$ cat src/hdl/per_flow_sequence_loss_monitor_assert.svh
// Assertion macros for the flow loss monitor.
// Each macro expects signals named clock and reset in the including scope.
`ifndef PER_FLOW_SEQUENCE_LOSS_MONITOR_ASSERT_SVH
`define PER_FLOW_SEQUENCE_LOSS_MONITOR_ASSERT_SVH

// Same-cycle implication.
`define PFSLM_ASSERT_NOW(lbl, ante, cons, msg) \
   lbl: assert property (@(posedge clock) disable iff (reset) (ante) |-> (cons)) \
      else $error(msg);

// Next-cycle implication.
`define PFSLM_ASSERT_NEXT(lbl, ante, cons, msg) \
   lbl: assert property (@(posedge clock) disable iff (reset) (ante) |=> (cons)) \
      else $error(msg);

`endif

$ cat src/hdl/pfslm_pkg.sv
`timescale 1ns / 1ps
package pfslm_pkg;

   localparam int KEY_W       = 32;
   localparam int SEQ_W       = 31;
   localparam int CNT_W32     = 32;
   localparam int SCALE_W     = 8;
   localparam int PROD_W      = CNT_W32 + SCALE_W;
   localparam int REQ_TDATA_W = 72;
   localparam int RSP_TDATA_W = 136;
   localparam int RSP_PAD_W   = RSP_TDATA_W - (3 * CNT_W32 + SEQ_W + 2);

   localparam logic [SCALE_W-1:0] SCALE_RESET = 8'd2;
   localparam logic               OP_MSG      = 1'b0;
   localparam logic               OP_TICK     = 1'b1;

   typedef enum logic [1:0] {
      ST_IDLE,
      ST_LOOK,
      ST_CMP,
      ST_DONE
   } state_type;

   typedef struct packed {
      logic [SEQ_W-1:0] last_seq;
      logic [KEY_W-1:0] key;
   } entry_type;

endpackage

$ cat src/hdl/pfslm_ram.sv
`timescale 1ns / 1ps
module pfslm_ram #(
   parameter int WIDTH = 8,
   parameter int DEPTH = 16,
   localparam int ADDR_W = (DEPTH > 1) ? $clog2(DEPTH) : 1
) (
   input  logic                   clock,
   input  logic                   wr_en,
   input  logic [ADDR_W-1:0]      wr_addr,
   input  logic [WIDTH-1:0]       wr_data,
   input  logic                   rd_en,
   input  logic [ADDR_W-1:0]      rd_addr,
   output logic [WIDTH-1:0]       rd_data
);

   logic [WIDTH-1:0] mem_ff [DEPTH];
   logic [WIDTH-1:0] rd_data_ff;

   always_ff @(posedge clock) begin
      if (wr_en) begin
         mem_ff[wr_addr] <= wr_data;
      end
      if (rd_en) begin
         rd_data_ff <= mem_ff[rd_addr];
      end
   end

   assign rd_data = rd_data_ff;

endmodule

$ cat src/hdl/per_flow_sequence_loss_monitor.sv
`timescale 1ns / 1ps
// Channel   | Direction | Handshake             | Payload
// ----------+-----------+-----------------------+--------------------------------------
// req       | in        | req_tvalid/req_tready | tuser: op; tdata: message fields
// rsp       | out       | rsp_tvalid/rsp_tready | tdata: totals, rate, per-item flags
// csr       | in        | csr_valid/csr_ready   | csr_data: rate_scale
//
// A rate tick or a rejected message goes from accept to DONE, then back to IDLE.
// A message scans entries in LOOK/CMP pairs until its key matches; a new key scans
// all stored flows. The scan reads one entry per LOOK/CMP pair through the single
// flow RAM read port. Reset clears the fill count, not the RAM; no clearing pass.
// A result waiting on rsp_tready stalls the finishing item and so the next accept.
module per_flow_sequence_loss_monitor
   import pfslm_pkg::*;
#(
   parameter int FLOW_ENTRIES = 16
) (
   input  logic                   clock,
   input  logic                   reset,
   input  logic                   req_tvalid,
   output logic                   req_tready,
   // [64:34] seq_num, [33:18] pub_index, [17:2] app_id, [1] instance_alive,
   // [0] data_valid
   input  logic [REQ_TDATA_W-1:0] req_tdata,
   // [0] op
   input  logic                   req_tuser,
   output logic                   rsp_tvalid,
   input  logic                   rsp_tready,
   // [128] table_full, [127] new_flow, [126:96] lost_now, [95:64] rate_value,
   // [63:32] lost_total, [31:0] received_total
   output logic [RSP_TDATA_W-1:0] rsp_tdata,
   input  logic                   csr_valid,
   output logic                   csr_ready,
   input  logic [SCALE_W-1:0]     csr_data
);

   localparam int IDX_W = (FLOW_ENTRIES > 1) ? $clog2(FLOW_ENTRIES) : 1;
   localparam int FILL_W = $clog2(FLOW_ENTRIES + 1);
   localparam logic [FILL_W-1:0] FILL_MAX = FILL_W'(FLOW_ENTRIES);
   localparam int ENTRY_W = $bits(entry_type);

   state_type state_ff, state_in;

   logic [IDX_W-1:0]   idx_ff, idx_in;
   logic [FILL_W-1:0]  fill_ff, fill_in;
   logic               op_ff, op_in;
   logic               ok_ff, ok_in;
   logic               hit_ff, hit_in;
   logic [KEY_W-1:0]   key_ff, key_in;
   logic [SEQ_W-1:0]   seq_ff, seq_in;
   logic [SEQ_W-1:0]   last_ff, last_in;
   logic [CNT_W32-1:0] recv_ff, recv_in;
   logic [CNT_W32-1:0] lost_ff, lost_in;
   logic [CNT_W32-1:0] intv_ff, intv_in;
   logic [CNT_W32-1:0] rate_ff, rate_in;
   logic [SCALE_W-1:0] scale_ff, scale_in;
   logic                   rsp_valid_ff, rsp_valid_in;
   logic [RSP_TDATA_W-1:0] rsp_data_ff, rsp_data_in;

   logic req_fire, out_free, done_fire, rd_en, key_match, scan_end;
   logic [FILL_W-1:0] idx_next;
   entry_type rd_entry, wr_entry;
   logic [ENTRY_W-1:0] rd_word;
   logic wr_en;
   logic [IDX_W-1:0] wr_addr;

   logic               is_msg, gap_pos, new_flow, tbl_full;
   logic [SEQ_W-1:0]   gap, lost_now;
   logic [CNT_W32:0]   lost_sum, recv_sum;
   logic [PROD_W-1:0]  prod;

   assign req_fire  = req_tvalid && req_tready;
   assign out_free  = !rsp_valid_ff || rsp_tready;
   assign csr_ready = 1'b1;

   pfslm_ram #(
      .WIDTH (ENTRY_W),
      .DEPTH (FLOW_ENTRIES)
   ) u_flow_ram (
      .clock   (clock),
      .wr_en   (wr_en),
      .wr_addr (wr_addr),
      .wr_data (wr_entry),
      .rd_en   (rd_en),
      .rd_addr (idx_ff),
      .rd_data (rd_word)
   );

   assign rd_entry  = entry_type'(rd_word);
   assign key_match = (rd_entry.key == key_ff);
   assign idx_next  = FILL_W'(idx_ff) + 1'b1;
   assign scan_end  = (idx_next == fill_ff);

   // next state
   always_comb begin
      state_in = state_ff;
      unique case (state_ff)
         ST_IDLE: begin
            if (req_fire) begin
               if (req_tuser == OP_TICK || !(req_tdata[0] && req_tdata[1]) ||
                   fill_ff == '0) begin
                  state_in = ST_DONE;
               end else begin
                  state_in = ST_LOOK;
               end
            end
         end
         ST_LOOK: state_in = ST_CMP;
         ST_CMP: begin
            if (key_match || scan_end) begin
               state_in = ST_DONE;
            end else begin
               state_in = ST_LOOK;
            end
         end
         ST_DONE: begin
            if (out_free) begin
               state_in = ST_IDLE;
            end
         end
         default: state_in = ST_IDLE;
      endcase
   end

   // state outputs
   always_comb begin
      req_tready = 1'b0;
      rd_en      = 1'b0;
      done_fire  = 1'b0;
      unique case (state_ff)
         ST_IDLE: req_tready = 1'b1;
         ST_LOOK: rd_en      = 1'b1;
         ST_CMP:  ;
         ST_DONE: done_fire  = out_free;
         default: ;
      endcase
   end

   // result arithmetic
   always_comb begin
      is_msg   = (op_ff == OP_MSG) && ok_ff;
      gap_pos  = hit_ff && ({1'b0, seq_ff} > ({1'b0, last_ff} + 32'd1));
      gap      = seq_ff - last_ff - 1'b1;
      lost_now = (is_msg && gap_pos) ? gap : '0;
      new_flow = is_msg && !hit_ff;
      tbl_full = new_flow && (fill_ff == FILL_MAX);
      lost_sum = {1'b0, lost_ff} + (CNT_W32 + 1)'(lost_now);
      recv_sum = {1'b0, recv_ff} + (CNT_W32 + 1)'(1);
      prod     = PROD_W'(intv_ff) * PROD_W'(scale_ff);
   end

   assign wr_en   = done_fire && is_msg && !tbl_full;
   assign wr_addr = hit_ff ? idx_ff : fill_ff[IDX_W-1:0];
   assign wr_entry = '{last_seq: seq_ff, key: key_ff};

   always_comb begin
      idx_in   = idx_ff;
      fill_in  = fill_ff;
      op_in    = op_ff;
      ok_in    = ok_ff;
      hit_in   = hit_ff;
      key_in   = key_ff;
      seq_in   = seq_ff;
      last_in  = last_ff;
      recv_in  = recv_ff;
      lost_in  = lost_ff;
      intv_in  = intv_ff;
      rate_in  = rate_ff;
      scale_in = scale_ff;
      rsp_valid_in = rsp_valid_ff;
      rsp_data_in  = rsp_data_ff;

      if (csr_valid && csr_ready) begin
         scale_in = csr_data;
      end
      if (rsp_valid_ff && rsp_tready) begin
         rsp_valid_in = 1'b0;
      end
      if (req_fire) begin
         op_in  = req_tuser;
         ok_in  = req_tdata[0] && req_tdata[1];
         key_in = {req_tdata[17:2], req_tdata[33:18]};
         seq_in = req_tdata[64:34];
         idx_in = '0;
         hit_in = 1'b0;
      end
      if (state_ff == ST_CMP) begin
         if (key_match) begin
            hit_in  = 1'b1;
            last_in = rd_entry.last_seq;
         end else if (!scan_end) begin
            idx_in = idx_ff + 1'b1;
         end
      end
      if (done_fire) begin
         if (op_ff == OP_TICK) begin
            rate_in = (prod[PROD_W-1:CNT_W32] != '0) ? '1 : prod[CNT_W32-1:0];
            intv_in = '0;
         end else if (is_msg) begin
            recv_in = recv_sum[CNT_W32] ? '1 : recv_sum[CNT_W32-1:0];
            intv_in = (intv_ff == '1) ? intv_ff : intv_ff + 1'b1;
            lost_in = lost_sum[CNT_W32] ? '1 : lost_sum[CNT_W32-1:0];
            if (new_flow && !tbl_full) begin
               fill_in = fill_ff + 1'b1;
            end
         end
         rsp_valid_in = 1'b1;
         rsp_data_in  = {RSP_PAD_W'(0), tbl_full, new_flow, lost_now,
                         rate_in, lost_in, recv_in};
      end
   end

   always_ff @(posedge clock) begin
      if (reset) begin
         state_ff     <= ST_IDLE;
         fill_ff      <= '0;
         recv_ff      <= '0;
         lost_ff      <= '0;
         intv_ff      <= '0;
         rate_ff      <= '0;
         scale_ff     <= SCALE_RESET;
         rsp_valid_ff <= 1'b0;
      end else begin
         state_ff     <= state_in;
         fill_ff      <= fill_in;
         recv_ff      <= recv_in;
         lost_ff      <= lost_in;
         intv_ff      <= intv_in;
         rate_ff      <= rate_in;
         scale_ff     <= scale_in;
         rsp_valid_ff <= rsp_valid_in;
      end
   end

   always_ff @(posedge clock) begin
      idx_ff      <= idx_in;
      op_ff       <= op_in;
      ok_ff       <= ok_in;
      hit_ff      <= hit_in;
      key_ff      <= key_in;
      seq_ff      <= seq_in;
      last_ff     <= last_in;
      rsp_data_ff <= rsp_data_in;
   end

   assign rsp_tvalid = rsp_valid_ff;
   assign rsp_tdata  = rsp_data_ff;

`include "per_flow_sequence_loss_monitor_assert.svh"

   `PFSLM_ASSERT_NOW(a_fill_bound, 1'b1, fill_ff <= FILL_MAX, "fill count beyond table size")
   `PFSLM_ASSERT_NOW(a_wr_in_done, wr_en, state_ff == ST_DONE, "flow RAM write outside finish")
   `PFSLM_ASSERT_NEXT(a_accept_busy, req_fire, state_ff != ST_IDLE, "accepted beat left idle")
   `PFSLM_ASSERT_NOW(a_full_is_new, done_fire && tbl_full, new_flow && !hit_ff,
                     "table full flagged on a known flow")

endmodule

$ cat config.mk
export PLATFORM = sky130hd
export DESIGN_NAME = per_flow_sequence_loss_monitor
export DESIGN_NICKNAME = d
export VERILOG_FILES = /design/src/hdl/pfslm_pkg.sv /design/src/hdl/pfslm_ram.sv /design/src/hdl/per_flow_sequence_loss_monitor.sv
export VERILOG_INCLUDE_DIRS = /design/src /design/src/hdl
export SDC_FILE = /design/constraint.sdc
export NUM_CORES = 2
export LEC_CHECK = 0
export BUFFER_PORTS_ARGS = -buffer_cell sky130_fd_sc_hd__buf_4
export CAP_MARGIN = 20
export CORE_MARGIN = 2
export CORE_UTILIZATION = 45
export CTS_BUF_LIST = sky130_fd_sc_hd__clkbuf_16
export DETAILED_ROUTE_END_ITERATION = 7
export MAX_ROUTING_LAYER = met4
export PLACE_DENSITY = 0.58
export SYNTH_ARGS = -nofsm -noshare
export SYNTH_HDL_FRONTEND = slang
export SYNTH_SLANG_ARGS = --single-unit
$ cat constraint.sdc
create_clock -name clock -period 8.5 [get_ports clock]
set_input_delay 0.425 -clock clock [delete_from_list [all_inputs] [get_ports clock]]
set_output_delay 0.425 -clock clock [all_outputs]
set_load 0.005 [all_outputs]
==> flow_metrics.py <==
metrics = {
    "run_status": {
        "run_status": "finished clean",
    },
    "place": {
        "dp.final_hpwl_um": 93230,
        "routability_congestion_estimate": 0.8617,
        "cell_total_after_placement": 6339,
        "port_buffers": 209,
    },
    "sta": {
        "finalWorstPathRequiredPeriod_ns": 7.463,
        "clock_skew_ns": 0.05373,
        "hold_violations": 0,
        "post-route-period-util_pct": 87.80,
        "clock.fmax_mhz": 134.0,
        "drv_slew": 0,
        "setup_total_negative_slack_ns": 0,
        "max-slew-margin-rel_pct": 26.08,
        "finalSetupViolations": 0,
        "timing_worst_slew_pin_value_ns": 1.104,
        "grt_setup_unrepaired": "false",
    },
    "job": {
        "cap_violations": 0,
    },
    "critical_path": {
        "worstPathMaxFanout": 29,
        "critical_path_required_ns": 8.97,
        "max_stage_delay_ns": 0.67,
        "critPathCaptureType": "flip-flop",
        "crit_path_start_kind": "flip-flop",
        "timing.reg2reg.worst_path_depth": 30,
        "critical_path.slowest_cell": "sky130_fd_sc_hd__nor4_1",
        "ff2ff_setup_slack_ns": 1.04,
        "timing.critical_path.arrival_ns": 7.93,
        "timing.rr.end": "rsp_tdata[52]",
        "critical_register_to_register_path_startpoint": "last_ff[6]",
        "critical_path_class": "flip-flop to flip-flop",
    },
    "die": {
        "dieArea_mm2": 0.1516,
        "die_height_um": 389.4,
        "floorplan.die.width_um": 389.4,
        "initial_core_util_pct": 45.26,
        "pin_count": 225,
        "core_area_mm2": 0.1477,
        "std_cell_rows": 141,
    },
    "synth": {
        "yosys_most_used_dff": "sky130_fd_sc_hd__edfxtp_1",
        "ys_seq_area_share_pct": 62.70,
        "synthesis.yosys.warnings": 0,
        "async_reset_ff_share_pct": 0,
        "synth.cell_area_mm2": 0.06683,
        "avgSynthCellArea_um2": 15.33,
        "synth_enable_flop_cells": 1296,
        "ys_seq_elements": 1445,
        "netlist_instances": 4359,
        "post_synth_num_cell_types": 82,
    },
    "detailed_routing": {
        "first_iter_violations": 3140,
        "drt_first_pass_iters": 7,
        "routed.top_layer": "met4",
        "met1_length_um": 70730,
        "routed-wl-met2_um": 74420,
        "wl_per_cell_um": 23.23,
        "remaining_drc_errors": 0,
        "postRouteWirelength_um": 155600,
        "num_vias": 37493,
        "routed_via_density": 5.596,
        "route.antenna.remaining_nets": 0,
        "met3_wirelength_um": 7773,
    },
    "final_layout": {
        "num-nets-final": 5074,
        "fin_util_pct": 51.79,
        "post_route_cells_drive_above_1_share_pct": 17.95,
        "fin_cells": 6700,
        "syn_to_final_growth_pct": 14.43,
    },
    "grt": {
        "initial_antenna_violation_count": 6,
        "grt_resource_usage_total_pct": 21.27,
        "grt_max_degree": 102,
        "wire_length_of_the_first_global_routing_pass_um": 235800,
        "first_global_vias": 37663,
        "grt_overflow": 0,
    },
    "worst_hold_path": {
        "hold_path_class": "input pin to flip-flop",
        "hold-path-cell-count": 3,
        "worstHoldStart": "rsp_tready",
        "hold_end": "rsp_tvalid",
    },
    "clock_network": {
        "cts.root.buffer_cell": "sky130_fd_sc_hd__clkbuf_16",
        "worst_skew_pair.late_latency_ns": 0.79,
        "tritoncts": "yes",
        "post-cts-setup-buffer-count": 0,
        "ctsLongestPathBuffers": 3,
        "ctsResizeCount": 0,
        "cts_inserted_buffers": 153,
        "cts.htree.levels": 4,
        "cts_hold_repair.buffers": 83,
        "clock_pin_slew_on_the_worst_setup_and_hold_paths_ns": 0.06,
        "numClockSinks": 1445,
    },
    "pwr": {
        "power.ir.vdd_worst_mv": 0.2100,
        "total_leakage_power_nw": 26.45,
        "pwr_density_cell_mw_per_mm2": 223.9,
        "finalPower_w": 0.01712,
    },
}
area by class of cell:
cell class,count,area [µm²]
antenna,2,5.005
clock buffer,153,3829
clock inverter,122,1080
fill,12224,71190
inverter,249,942.2
multi-input combinational,2440,23200
sequential,1445,41920
tap,1930,2415
timing repair buffer,359,3090
cell usage after synthesis, types with 19 or more instances:
cell                          n  share of area, %
sky130_fd_sc_hd__fa_1       182               5.5
sky130_fd_sc_hd__inv_1      248               1.4
sky130_fd_sc_hd__a31oi_1     42              0.39
sky130_fd_sc_hd__clkbuf_1   168              0.94
sky130_fd_sc_hd__xor2_1      58              0.76
sky130_fd_sc_hd__nor3_1      33              0.25
sky130_fd_sc_hd__buf_1       31              0.17
sky130_fd_sc_hd__o21ai_0     93              0.70
sky130_fd_sc_hd__and3_1      23              0.22
sky130_fd_sc_hd__ha_1       158               3.0
sky130_fd_sc_hd__a311oi_1    27              0.35
sky130_fd_sc_hd__a21oi_1    185               1.4
sky130_fd_sc_hd__buf_4       19              0.21
sky130_fd_sc_hd__and2_1     139               1.3
sky130_fd_sc_hd__a211oi_1    48              0.54
sky130_fd_sc_hd__o21bai_1    38              0.43
sky130_fd_sc_hd__nor2b_1     19              0.18
sky130_fd_sc_hd__mux4_2     315                11
sky130_fd_sc_hd__xnor2_1    142               1.9
sky130_fd_sc_hd__dfxtp_1    149               4.5
sky130_fd_sc_hd__nand2_1    305               1.7
sky130_fd_sc_hd__nor2_1     278               1.6
sky130_fd_sc_hd__edfxtp_1  1296                58
sky130_fd_sc_hd__a21o_1      48              0.54
sky130_fd_sc_hd__nand3_1     68              0.51
sky130_fd_sc_hd__nand4_1     42              0.39
power by group:
part | total, W | internal [W] | switching (W)
Combinational | 0.00244 | 0.00131 | 0.00112
Clock | 0.00645 | 0.00362 | 0.00282
Sequential | 0.00824 | 0.00799 | 0.000243
Total | 0.0171 | 0.0129 | 0.00419
kinds of logic after synthesis:
| logic type | Yosys count | share of synthesized area (%) |
|---|---|---|
| compound gates | 571 | 5.508 |
| xor+xnor | 200 | 2.621 |
| fa+ha+maj | 340 | 8.410 |
| buf+inv | 480 | 2.865 |
| flops | 1445 | 62.70 |
| mux | 329 | 10.83 |
| other cells | 2 | 0.01124 |
| simple gates | 992 | 7.062 |
cell usage in the layout, fill, tap and decap left out, drive strengths merged, types with 48 or more instances in the layout:
cell type       n
nor2          280
and2          140
edfxtp       1296
nand2         305
xor2           58
xnor2         142
dfxtp         149
ha            158
a21o           48
a21oi         186
nand3          69
inv           288
o21ai          96
a211oi         50
clkbuf        153
fa            182
buf           276
mux4          315
dlygate4sd3    83
clkinv         70
layer usage:
metal / GRT usage (%) / vias to the layer above
met2: 33.27 / 973
met1: 29.95 / 19371
met3: 2.773 / 179
met5: - / -
li1: - / 16970
met4: 4.806 / 0
worst max path at each step:
stage | from | to | cells past startpoint
floorplan | last_ff[6] | rsp_tdata[63] | 31
global placement | last_ff[6] | rsp_tdata[44] | 30
detailed placement | last_ff[6] | rsp_tdata[38] | 30
CTS | last_ff[6] | rsp_tdata[52] | 30
global route | last_ff[6] | rsp_tdata[50] | 30
finish | last_ff[6] | rsp_tdata[52] | 30
registers in the layout (all words and copies together) (netlist names), 32 cells and up:
name / flops
u_flow_ram.mem_ff: 1008
rsp_tdata: 129
u_flow_ram.rd_data: 63
intv_ff: 32
key_ff: 32
lost_ff: 32
rate_ff: 32
recv_ff: 32
worst max-delay path: cells and delay by family, from the launching register on:
family / cells / cell delay (ns)
AO/OA/AOI/OAI: 11 / 1.79
flip-flops: 1 / 0.41
buffers and inverters: 3 / 0.59
XOR/XNOR: 1 / 0.15
AND/OR/NAND/NOR: 12 / 3.27
adder cells (fa/ha/maj): 3 / 0.92
metrics by stage:
step           area [µm²]  setup WS (ns)  hold slack (ns)
3_3_place_gp        70590          1.104           0.4003
3_5_place_dp        70700          1.032           0.4061
5_1_grt             76470         0.3532          0.08418
6_report            76470          1.037           0.1051
2_1_floorplan       66850          2.121           0.4003
4_1_cts             76440          1.000          0.02802
Power figures use the tool's default switching activity.
